### src/bra_pkg.sv
package bra_pkg;

    localparam int BYTE_W    = 8;
    localparam int COUNT_W   = 5;
    localparam int REG_COUNT = 3;

    typedef logic [BYTE_W-1:0] t_byte;

    // Instruction codes
    localparam logic [3:0] OP_MOV_REG  = 4'd0;
    localparam logic [3:0] OP_MOV_IMM  = 4'd1;
    localparam logic [3:0] OP_OR       = 4'd2;
    localparam logic [3:0] OP_XOR      = 4'd3;
    localparam logic [3:0] OP_AND      = 4'd4;
    localparam logic [3:0] OP_ADD      = 4'd5;
    localparam logic [3:0] OP_SUB      = 4'd6;
    localparam logic [3:0] OP_MUL      = 4'd7;
    localparam logic [3:0] OP_DIV      = 4'd8;
    localparam logic [3:0] OP_CMP      = 4'd9;
    localparam logic [3:0] OP_PUSH_REG = 4'd10;
    localparam logic [3:0] OP_PUSH_IMM = 4'd11;
    localparam logic [3:0] OP_POP      = 4'd12;

    // Register selectors
    localparam logic [1:0] REG_AL   = 2'd0;
    localparam logic [1:0] REG_BL   = 2'd1;
    localparam logic [1:0] REG_CL   = 2'd2;
    // Selector that names no register
    localparam logic [1:0] REG_NONE = 2'd3;

    // Result status codes
    localparam logic [1:0] ST_OK      = 2'd0;
    localparam logic [1:0] ST_EMPTY   = 2'd1;
    localparam logic [1:0] ST_FULL    = 2'd2;
    localparam logic [1:0] ST_DIVZERO = 2'd3;

    localparam logic [2:0] DIV_LAST = 3'd7;

    typedef enum logic [1:0] {
        S_IDLE,
        S_EXEC,
        S_DIV,
        S_OUT
    } t_state;

endpackage

### src/bra_ram.sv
module bra_ram
    import bra_pkg::*;
#(
    parameter int WIDTH = 8,
    parameter int DEPTH = 16,
    localparam int AW = (DEPTH > 1) ? $clog2(DEPTH) : 1
) (
    input  logic             i_clk,
    input  logic             i_we,
    input  logic [AW-1:0]    i_waddr,
    input  logic [WIDTH-1:0] i_wdata,
    input  logic [AW-1:0]    i_raddr,
    output logic [WIDTH-1:0] o_rdata
);

    logic [WIDTH-1:0] r_mem [DEPTH];

    always_ff @(posedge i_clk) begin
        if (i_we) begin
            r_mem[i_waddr] <= i_wdata;
        end
        o_rdata <= r_mem[i_raddr];
    end

endmodule

### src/byte_register_alu_with_stack.sv
// Byte register ALU with a bounded byte stack. Each input transaction carries
// one decoded instruction that acts on three 8-bit registers (AL, BL, CL), an
// equal flag and a stack of up to STACK_DEPTH bytes; each one returns exactly
// one result transaction with a status code, all three registers, the flag and
// the stack depth as they stand after the instruction. Arithmetic wraps modulo
// 256 and divide is unsigned. A zero divisor, a push onto a full stack and a
// pop from an empty stack are flagged in the status and change nothing; a
// register selector of 3 names no register; an instruction that uses it is a no-op.
// One instruction is in flight at a time. Most instructions go from acceptance
// to result valid through accept, execute and a load of the result register;
// divide adds the restoring divider after execute, one quotient bit per cycle.
// The stack bytes live in a synchronous RAM whose registered read is issued at
// acceptance, so a pop reads its byte in the execute cycle. A new instruction
// may be accepted while the previous result still waits to be taken; its
// result is then held back until the result register is free.
module byte_register_alu_with_stack
    import bra_pkg::*;
#(
    parameter int STACK_DEPTH = 16
) (
    input  logic                i_clk,
    input  logic                i_rst_n,
    // Instruction channel
    input  logic                i_in_valid,
    output logic                o_in_ready,
    input  logic [3:0]          i_req_type,
    input  logic [1:0]          i_dst_reg,
    input  logic [1:0]          i_src_reg,
    input  logic [7:0]          i_immediate,
    // Result channel
    output logic                o_out_valid,
    input  logic                i_out_ready,
    output logic [1:0]          o_status,
    output logic [7:0]          o_reg_al,
    output logic [7:0]          o_reg_bl,
    output logic [7:0]          o_reg_cl,
    output logic                o_equal_out,
    output logic [COUNT_W-1:0]  o_stack_count
);

    localparam int PW = $clog2(STACK_DEPTH + 1);
    localparam int AW = (STACK_DEPTH > 1) ? $clog2(STACK_DEPTH) : 1;

    t_state r_state, n_state;

    // Captured instruction
    logic [3:0] r_req_type;
    logic [1:0] r_dst_reg;
    logic [1:0] r_src_reg;
    t_byte      r_immediate;

    // Architectural state held in flops; stack bytes in the RAM
    t_byte          r_regs [REG_COUNT];
    t_byte          n_regs [REG_COUNT];
    logic           r_equal, n_equal;
    logic [PW-1:0]  r_sp, n_sp;
    logic [1:0]     r_status, n_status;

    // Divider
    t_byte          r_rem, n_rem;
    t_byte          r_quo, n_quo;
    t_byte          r_dvs, n_dvs;
    logic [2:0]     r_div_cnt, n_div_cnt;

    // Result register
    logic           r_out_valid;
    logic [1:0]     r_out_status;
    t_byte          r_out_al, r_out_bl, r_out_cl;
    logic           r_out_equal;
    logic [COUNT_W-1:0] r_out_count;

    // RAM port
    logic           ram_we;
    logic [AW-1:0]  ram_waddr;
    t_byte          ram_wdata;
    logic [AW-1:0]  ram_raddr;
    t_byte          ram_rdata;

    // Register write request from the execute and divide steps
    logic           wr_en;
    logic [1:0]     wr_sel;
    t_byte          wr_data;

    t_byte          opa, opb;
    logic           dst_ok, src_ok, stack_full, stack_empty;
    logic           div_go, out_load;
    logic [8:0]     div_shift;
    logic [8:0]     div_trial;
    logic [15:0]    product;

    bra_ram #(
        .WIDTH (BYTE_W),
        .DEPTH (STACK_DEPTH)
    ) u_stack_ram (
        .i_clk   (i_clk),
        .i_we    (ram_we),
        .i_waddr (ram_waddr),
        .i_wdata (ram_wdata),
        .i_raddr (ram_raddr),
        .o_rdata (ram_rdata)
    );

    // Operand selection; selector 3 reads as zero and is caught by dst_ok/src_ok
    always_comb begin
        case (r_dst_reg)
            REG_AL:  opa = r_regs[0];
            REG_BL:  opa = r_regs[1];
            REG_CL:  opa = r_regs[2];
            default: opa = '0;
        endcase
        case (r_src_reg)
            REG_AL:  opb = r_regs[0];
            REG_BL:  opb = r_regs[1];
            REG_CL:  opb = r_regs[2];
            default: opb = '0;
        endcase
    end

    assign dst_ok      = (r_dst_reg != REG_NONE);
    assign src_ok      = (r_src_reg != REG_NONE);
    assign stack_full  = (r_sp == PW'(STACK_DEPTH));
    assign stack_empty = (r_sp == '0);
    assign product     = 16'(opa) * 16'(opb);
    assign div_go      = (r_req_type == OP_DIV) && dst_ok && src_ok && (opb != '0);

    // Restoring divide step: shift in the next dividend bit, subtract if it fits
    assign div_shift = {r_rem, r_quo[BYTE_W-1]};
    assign div_trial = div_shift - {1'b0, r_dvs};

    // Issue the pop read as the instruction is accepted; it lands in S_EXEC
    assign ram_raddr = AW'(r_sp - PW'(1));
    assign ram_waddr = AW'(r_sp);

    // Next state
    always_comb begin
        n_state = r_state;
        case (r_state)
            S_IDLE: begin
                if (i_in_valid) begin
                    n_state = S_EXEC;
                end
            end
            S_EXEC: begin
                n_state = div_go ? S_DIV : S_OUT;
            end
            S_DIV: begin
                if (r_div_cnt == DIV_LAST) begin
                    n_state = S_OUT;
                end
            end
            S_OUT: begin
                if (out_load) begin
                    n_state = S_IDLE;
                end
            end
            default: n_state = S_IDLE;
        endcase
    end

    // Handshake outputs
    always_comb begin
        o_in_ready = (r_state == S_IDLE);
        out_load   = (r_state == S_OUT) && (!r_out_valid || i_out_ready);
    end

    // Datapath: execute, divide iterations
    always_comb begin
        n_equal   = r_equal;
        n_sp      = r_sp;
        n_status  = r_status;
        n_rem     = r_rem;
        n_quo     = r_quo;
        n_dvs     = r_dvs;
        n_div_cnt = r_div_cnt;
        wr_en     = 1'b0;
        wr_sel    = r_dst_reg;
        wr_data   = opa;
        ram_we    = 1'b0;
        ram_wdata = r_immediate;

        case (r_state)
            S_EXEC: begin
                n_status = ST_OK;
                case (r_req_type)
                    OP_MOV_IMM: begin
                        wr_en   = dst_ok;
                        wr_data = r_immediate;
                    end
                    OP_MOV_REG, OP_OR, OP_XOR, OP_AND, OP_ADD, OP_SUB, OP_MUL: begin
                        wr_en = dst_ok && src_ok;
                        case (r_req_type)
                            OP_MOV_REG: wr_data = opb;
                            OP_OR:      wr_data = opa | opb;
                            OP_XOR:     wr_data = opa ^ opb;
                            OP_AND:     wr_data = opa & opb;
                            OP_ADD:     wr_data = opa + opb;
                            OP_SUB:     wr_data = opa - opb;
                            default:    wr_data = product[BYTE_W-1:0];
                        endcase
                    end
                    OP_DIV: begin
                        if (dst_ok && src_ok) begin
                            if (opb == '0) begin
                                n_status = ST_DIVZERO;
                            end
                            n_rem     = '0;
                            n_quo     = opa;
                            n_dvs     = opb;
                            n_div_cnt = '0;
                        end
                    end
                    OP_CMP: begin
                        if (dst_ok && src_ok) begin
                            n_equal = (opa == opb);
                        end
                    end
                    OP_PUSH_REG: begin
                        if (dst_ok) begin
                            if (stack_full) begin
                                n_status = ST_FULL;
                            end else begin
                                ram_we    = 1'b1;
                                ram_wdata = opa;
                                n_sp      = r_sp + PW'(1);
                                wr_en     = 1'b1;
                                wr_data   = '0;
                            end
                        end
                    end
                    OP_PUSH_IMM: begin
                        if (stack_full) begin
                            n_status = ST_FULL;
                        end else begin
                            ram_we = 1'b1;
                            n_sp   = r_sp + PW'(1);
                        end
                    end
                    OP_POP: begin
                        if (stack_empty) begin
                            n_status = ST_EMPTY;
                        end else if (dst_ok) begin
                            n_sp    = r_sp - PW'(1);
                            wr_en   = 1'b1;
                            wr_data = ram_rdata;
                        end
                    end
                    default: ;
                endcase
            end
            S_DIV: begin
                if (div_shift >= {1'b0, r_dvs}) begin
                    n_rem = div_trial[BYTE_W-1:0];
                    n_quo = {r_quo[BYTE_W-2:0], 1'b1};
                end else begin
                    n_rem = div_shift[BYTE_W-1:0];
                    n_quo = {r_quo[BYTE_W-2:0], 1'b0};
                end
                n_div_cnt = r_div_cnt + 3'd1;
                if (r_div_cnt == DIV_LAST) begin
                    wr_en   = 1'b1;
                    wr_data = n_quo;
                end
            end
            default: ;
        endcase

        for (int i = 0; i < REG_COUNT; i++) begin
            n_regs[i] = (wr_en && wr_sel == 2'(i)) ? wr_data : r_regs[i];
        end
    end

    always_ff @(posedge i_clk) begin
        if (!i_rst_n) begin
            r_state     <= S_IDLE;
            r_equal     <= 1'b0;
            r_sp        <= '0;
            r_out_valid <= 1'b0;
            for (int i = 0; i < REG_COUNT; i++) begin
                r_regs[i] <= '0;
            end
        end else begin
            r_state <= n_state;
            r_equal <= n_equal;
            r_sp    <= n_sp;
            r_regs  <= n_regs;
            // Hold the result until taken; reload from the committed state
            if (out_load) begin
                r_out_valid <= 1'b1;
            end else if (i_out_ready) begin
                r_out_valid <= 1'b0;
            end
        end
    end

    // Payload registers
    always_ff @(posedge i_clk) begin
        if (o_in_ready && i_in_valid) begin
            r_req_type  <= i_req_type;
            r_dst_reg   <= i_dst_reg;
            r_src_reg   <= i_src_reg;
            r_immediate <= i_immediate;
        end
        r_status  <= n_status;
        r_rem     <= n_rem;
        r_quo     <= n_quo;
        r_dvs     <= n_dvs;
        r_div_cnt <= n_div_cnt;
        if (out_load) begin
            r_out_status <= r_status;
            r_out_al     <= r_regs[0];
            r_out_bl     <= r_regs[1];
            r_out_cl     <= r_regs[2];
            r_out_equal  <= r_equal;
            r_out_count  <= COUNT_W'(r_sp);
        end
    end

    assign o_out_valid   = r_out_valid;
    assign o_status      = r_out_status;
    assign o_reg_al      = r_out_al;
    assign o_reg_bl      = r_out_bl;
    assign o_reg_cl      = r_out_cl;
    assign o_equal_out   = r_out_equal;
    assign o_stack_count = r_out_count;

endmodule

### config.mk
export PLATFORM = sky130hd
export DESIGN_NAME = byte_register_alu_with_stack
export DESIGN_NICKNAME = d
export VERILOG_FILES = /design/src/bra_pkg.sv /design/src/bra_ram.sv /design/src/byte_register_alu_with_stack.sv
export SDC_FILE = /design/constraint.sdc
export NUM_CORES = 1
export LEC_CHECK = 0
export BUFFER_PORTS_ARGS = -buffer_cell sky130_fd_sc_hd__clkbuf_2
export CAP_MARGIN = 20
export CORE_MARGIN = 3
export CORE_UTILIZATION = 50
export CTS_BUF_LIST = sky130_fd_sc_hd__clkbuf_16
export DETAILED_ROUTE_END_ITERATION = 8
export GPL_TIMING_DRIVEN = 0
export PLACE_DENSITY = 0.7
export SETUP_SLACK_MARGIN = 0.3
export SLEW_MARGIN = 15
export SYNTH_ARGS = -nofsm -noshare
export SYNTH_HDL_FRONTEND = slang
export SYNTH_HIERARCHICAL = 1
export SYNTH_SLANG_ARGS = --single-unit
### constraint.sdc
create_clock -name i_clk -period 6.76 [get_ports i_clk]
set_clock_uncertainty 0.05 [all_clocks]
set_input_delay 2.028 -clock i_clk [delete_from_list [all_inputs] [get_ports i_clk]]
set_output_delay 2.028 -clock i_clk [all_outputs]
set_load 0.005 [all_outputs]
Word level (Yosys, flattened, before mapping)
Memory sizes are Yosys's and may differ from the RTL's. A register that Yosys moved wholly into a read port is not among the register bits.
Cells that the tools add are included.

storage, ports and cells
  register bits after elaboration = 110
  word-level logic and storage cells = 147
  memories = 1
  memory bits (writable) = 128

memories
  name               words  bits a word  read ports  clocked after Yosys merged registers in  write ports  RTL line       source
  u_stack_ram.r_mem  16     8            1           1                                        1            bra_ram.sv:16  logic [WIDTH-1:0] r_mem [DEPTH];

cells by class
  mux-type cells = 54
  bitwise logic cells = 3
  multiply operators = 1
  reduce and logical (&&, ||, !) cells = 27
  $add $sub $neg = 6
  equality and inequality tests = 32
  magnitude comparators = 1

operators by type and width
  operator                                                         count
  8-bit 2-to-1 mux                                                 14
  8-bit case mux with 2 select lines                               3
  8-bit case mux with 3 select lines                               2
  8-bit case mux with 6 select lines                               1
  8-bit case mux with 4 select lines                               1
  4-bit == test, second input constant                             5
  5-bit 2-to-1 mux                                                 4
  2-bit != test, second input constant                             10
  4-bit by 3-bit == test with 1-bit output, second input constant  4
  2-bit case mux with 4 select lines                               2
  8-bit subtractor                                                 2
  5-bit case mux with 3 select lines                               1
  2-bit 2-to-1 mux                                                 7
  1-bit 2-to-1 mux                                                 13
  3-bit AND reduction                                              4
  9-bit by 8-bit >= comparator with 1-bit output                   1
  1-bit logical AND                                                9
  8-bit adder                                                      1
  8-bit AND                                                        1
  2-bit == test, second input constant                             4
  4-bit by 2-bit == test with 1-bit output, second input constant  2
  8-bit == test                                                    1
  8-bit logical NOT                                                1
  8-bit by 8-bit multiplier with 8-bit output                      1
  other kinds (23)                                                 30

Logic depth before layout (Yosys ltp)
  depth in word-level cells = 7
  gate-level depth with buffers = 23

Modules after synthesis
Netlist, hierarchy kept.

modules (own cells, without submodules)
  module                        cells each  times used  area an instance (um^2)
  byte_register_alu_with_stack  811         1           7574.8
  bra_ram                       229         1           5147.4

Worst setup path before layout
No wires, ideal clock.

  path type = reg-to-reg
  start = register r_src_reg[0]
  end = register r_regs[15] (netlist bit)
  library setup time = 0.069 ns
  clock period less this slack = 4.995 ns
  data required time = 6.641 ns
  setup slack = 1.765 ns
  arrival time = 4.875 ns
  cell stages (with the launch flop) = 24
  path through = edfxtp_1 -> clkbuf_1 -> nor2b_1 -> buf_2 -> a2bb2oi_1 -> inv_1 -> ha_1 -> inv_1 -> fa_1 -> inv_1 -> fa_1 -> ha_1 -> inv_1 -> fa_1 -> inv_1 -> ha_1 -> a21o_1 -> a21oi_1 -> xor2_1 -> xnor3_1 -> mux2i_1 -> nor3b_1 -> o21ai_2 -> o21ai_1

between the ends
  longest elaborated chain between the ends = 6

ends and longest elaborated chain
  what                                                                       RTL line                             source
  start, declared                                                            byte_register_alu_with_stack.sv:49   logic [1:0] r_src_reg;
  start signal, assigned                                                     byte_register_alu_with_stack.sv:300  r_src_reg <= i_src_reg;
  2-bit == test, or another cell as far along                                byte_register_alu_with_stack.sv:111  case (r_src_reg)
  8-bit case mux with 3 select lines (*)                                     byte_register_alu_with_stack.sv:111
  named net opb[2]                                                           byte_register_alu_with_stack.sv:84   t_byte opa, opb;
  8-bit by 8-bit multiplier with 8-bit output, or another cell as far along  byte_register_alu_with_stack.sv:123  assign product = 16'(opa) * 16'(opb);
  8-bit case mux with 6 select lines (*)                                     byte_register_alu_with_stack.sv:191  case (r_req_type)
  8-bit case mux with 4 select lines (*)                                     byte_register_alu_with_stack.sv:184  case (r_req_type)
  8-bit case mux with 2 select lines (*)                                     byte_register_alu_with_stack.sv:181  case (r_state)
  end signal, assigned                                                       byte_register_alu_with_stack.sv:285  r_regs <= n_regs;
  end, declared                                                              byte_register_alu_with_stack.sv:53   t_byte r_regs [REG_COUNT];

The timed path passes the listed nets; every way through them passes the cells marked *.
A chain may end at the register's enable or synchronous reset.

Final worst setup path
  start = register r_dst_reg[1]
  end = register r_regs[23] (netlist bit)

between the ends
  longest elaborated chain between the ends = 6

ends and longest elaborated chain
  what                                                                                      RTL line                                                                  source
  start, declared                                                                           byte_register_alu_with_stack.sv:48                                        logic [1:0] r_dst_reg;
  start signal, assigned                                                                    byte_register_alu_with_stack.sv:299                                       r_dst_reg <= i_dst_reg;
  2-bit == test, or another cell as far along                                               byte_register_alu_with_stack.sv:105                                       case (r_dst_reg)
  8-bit case mux with 3 select lines or 1-bit 2-to-1 mux (tied branches)                    byte_register_alu_with_stack.sv:105, byte_register_alu_with_stack.sv:241
  8-bit by 8-bit multiplier with 8-bit output, or another cell as far along                 byte_register_alu_with_stack.sv:123
  8-bit case mux with 6 select lines, or another cell as far along                          byte_register_alu_with_stack.sv:191
  8-bit case mux with 4 select lines or 1-bit case mux with 2 select lines (tied branches)  byte_register_alu_with_stack.sv:184, byte_register_alu_with_stack.sv:181
  8-bit case mux with 2 select lines or 1-bit logical AND (tied branches)                   byte_register_alu_with_stack.sv:181, byte_register_alu_with_stack.sv:268

Several ways; a longest one is shown, not always the timed one.

==> results.sh <==
export IMPL_num_io_pins=54
export IMPL_clock_sinks=246
export IMPL_numCtsBuffers=25
export IMPL_core_area_um2=24700
export IMPL_htreeDepth=1
export IMPL_fin_area_um2=14300
export IMPL_synth_mux_area_fraction=0.0903
export IMPL_cpMaxStageDelayCell="o2bb2ai_1"
export IMPL_cts_tree="yes"
export IMPL_die_w_um=166
export IMPL_setup_viol=0
export IMPL_gp_congestion=0.993
export IMPL_worstSetupPathType="reg -> reg"
export IMPL_place_ws_ns=0.450
export IMPL_antenna_found_initial=0
export IMPL_clk_latency_ns=0.53
export IMPL_cp_endpoint="r_regs[23]$_SDFFE_PN0P_"
export IMPL_hold_violations=0
export IMPL_synthArstFlopShare=0
export IMPL_crit_start="r_dst_reg[1]$_DFFE_PP_"
export IMPL_syn_to_final_growth_pct=12.5
export IMPL_post_route_worst_setup_slack_ns=0.656
export IMPL_layout_drive_gt1_share=0.146
export IMPL_detail_route_iter0_violations=841
export IMPL_grt_max_degree=32
export IMPL_synth_edf_count=205
export IMPL_cts_setup_buffers=0
export IMPL_synth_area_um2=12700
export IMPL_finalCritPeriodShare=0.903
export IMPL_ys_flop_type="edfxtp_1"
export IMPL_r2r_cells=19
export IMPL_yosys_area_share_simple=0.102
export IMPL_synth_seq_cells=246
export IMPL_synthCells=1040
export IMPL_ys_warn_count=6
export IMPL_min_path_type="reg -> reg"
export IMPL_use_met2=0.401
export IMPL_synth_avg_cell_area_um2=12.2
export IMPL_ff_latch_area_um2=6980
export IMPL_power_density_nw_per_um2=299
export IMPL_groute_layer_met1_usage=0.318
export IMPL_layout_nets=1219
export IMPL_fin_tns_setup_ns=0
export IMPL_core_rowCount=57
export IMPL_rsz0062_at_grt="no"
export IMPL_regMostFlops="u_stack_ram/r_mem"
export IMPL_grt_busiest_layer="met2"
export IMPL_finalMaxSlewViolations=0
export IMPL_final_common_cell="edfxtp_1"
export IMPL_drt_wl_total_mm=32.0
export IMPL_max_vdd_ir_drop_v=0.000263
export IMPL_num_fill_cells=2018
export IMPL_slew_headroom=0.259
export IMPL_dp_cells=1426
export IMPL_synthXorXnorAreaFrac=0.0169
export IMPL_ys_seq_area_frac=0.548
export IMPL_routed_via_density=6.01
export IMPL_ant_nets=0
export IMPL_ctsHoldBuffers=0
export IMPL_reg2reg_slack_ns=0.66
export IMPL_synthAdderAreaFrac=0.0777
export IMPL_final_cells=1470
export IMPL_synth_top_family_by_area="compound AO/OA/AOI/OAI gates"
export IMPL_grt_pass1_vias=8416
export IMPL_fp_dieH_um=166
export IMPL_worstPathArrival_ns=6.52
export IMPL_min_period_ns=6.10
export IMPL_tightest_slew_ns=1.11
export IMPL_timing_rr_end="r_regs[23]$_SDFFE_PN0P_"
export IMPL_dr_pass1_iters=5
export IMPL_via_count=8837
export IMPL_outcome="finished clean"
export IMPL_path_cells="buf_2, mux2i_1, o2bb2ai_1, inv_1, nor2_1, fa_1, inv_1, fa_1, fa_1, fa_1, inv_1, ha_1, a21oi_1, xor2_1, xnor3_1, mux2i_1, nor3b_1, o21ai_2, o21ai_1"
export IMPL_antenna_cells=0
export IMPL_cts_buffer_depth=3
export IMPL_critPathCaptureType="flip-flop"
export IMPL_dieArea_um2=27400
export IMPL_gr_total_overflow=0
export IMPL_grt_usage=0.235
export IMPL_crit_top_cell="fa_1"
export IMPL_syn_num_nets=1130
export IMPL_top_regs="u_stack_ram/r_mem: 128 flops, r_regs: 24 flops"
export IMPL_r2r_start="r_dst_reg[1]$_DFFE_PP_"
export IMPL_io_buffers=53
export IMPL_dp_hpwl_mm=23.6
export IMPL_layout_common_cells="edfxtp_1, nor2_1, inv_1"
export IMPL_grt_pass1_wl_mm=49.0
export IMPL_met3_usage=0.0317
export IMPL_cap_violations=0
export IMPL_p_leak_uw=0.00540
export IMPL_synth_compound_area_frac=0.120
export IMPL_start_util=0.516
export IMPL_cp_start_kind="flip-flop"
export IMPL_wire_per_inst_um=21.8
export IMPL_cts_reportedPaths_clkPinSlew_ns=0.06
export IMPL_cp_required_ns=7.17
export IMPL_root_buffer="clkbuf_16"
export IMPL_ys_types=71
export IMPL_crit_path_max_fanout=10
export IMPL_multiInputGateArea_um2=5230
export IMPL_max_clock_freq_ghz=0.164
export IMPL_hold_ws_ns=0.377
export IMPL_drc_errors=0
export IMPL_dpl_cell_area_um2=13500
export IMPL_largest_reg_flops=128
export IMPL_critPathMaxStageDelay_ns=0.83
Yosys cell counts, types with 9 or more instances:
master,count,area share
a211oi_1,13,0.0077
a21oi_1,57,0.022
a22oi_1,23,0.014
a31oi_1,9,0.0044
and2_1,10,0.0049
clkbuf_1,37,0.011
dfxtp_1,41,0.065
edfxtp_1,205,0.48
fa_1,15,0.024
ha_1,55,0.054
inv_1,74,0.022
mux2_2,10,0.0089
mux2i_1,24,0.019
mux4_1,14,0.029
mux4_2,19,0.034
nand2_1,63,0.019
nand2b_1,13,0.0064
nand3_1,10,0.0039
nor2_1,85,0.025
nor2b_1,23,0.011
nor3_1,13,0.0051
o21ai_0,59,0.023
xnor2_1,17,0.012
where the power goes:
group	internal, µW	switching (µW)
sequential	1840	73.0
combinational	362	666
clock	775	559
per-stage QoR:
stage	util	total power, µW
finish	0.580	4280
global route	0.580	4450
CTS	0.579	4270
detailed placement	0.547	2950
global placement	0.543	2920
floorplan	-	2600
repair_timing:
item                       in CTS  in global routing
hold endpoints to repair        0                  0
gates resized for setup         0                  2
setup endpoints to repair       0                  3
worst max-delay path, delay by kind of cell (launching register included):
kind,cells,cell delay [ns]
buf+inv,4,0.85
xor+xnor,2,0.43
fa+ha+maj,5,2.08
compound gates,4,1.32
flops,1,0.41
simple gates,2,0.51
mux,2,0.38
worst min-delay path by stage:
| stage | slack, ns | from | end | depth (start not counted) |
|---|---|---|---|---|
| floorplan | 0.35 | r_status[0]$_DFFE_PP_ | o_status[0]$_DFFE_PP_ | 0 |
| global placement | 0.36 | r_status[0]$_DFFE_PP_ | o_status[0]$_DFFE_PP_ | 0 |
| detailed placement | 0.35 | r_status[0]$_DFFE_PP_ | o_status[0]$_DFFE_PP_ | 0 |
| CTS | 0.37 | r_status[0]$_DFFE_PP_ | o_status[0]$_DFFE_PP_ | 0 |
| global route | 0.37 | r_status[0]$_DFFE_PP_ | o_status[0]$_DFFE_PP_ | 0 |
| finish | 0.38 | r_status[0]$_DFFE_PP_ | o_status[0]$_DFFE_PP_ | 0 |
cells by family after synthesis:
kind of cell,after synthesis
AO/OA/AOI/OAI,238
XOR/XNOR,23
adder cells (fa/ha/maj),70
buffers and inverters,134
multiplexers,67
AND/OR/NAND/NOR,262
flip-flops,246
metal layers:
metal	wire length, µm	up-vias
met5	0	-
met4	1070	0
met3	2200	77
met2	15500	379
met1	13200	4327
li1	-	4054
cell type report:
type / instances / share of cell area
plain buffers: 54 / 0.0191
clock buffers: 26 / 0.0455
clock inverters: 18 / 0.0104
inverters: 80 / 0.0210
multi-input cells: 660 / 0.365
flip-flops and latches: 246 / 0.487
well taps: 324 / 0.0283
repair buffers: 62 / 0.0232
(Power assumes the default switching activity.)
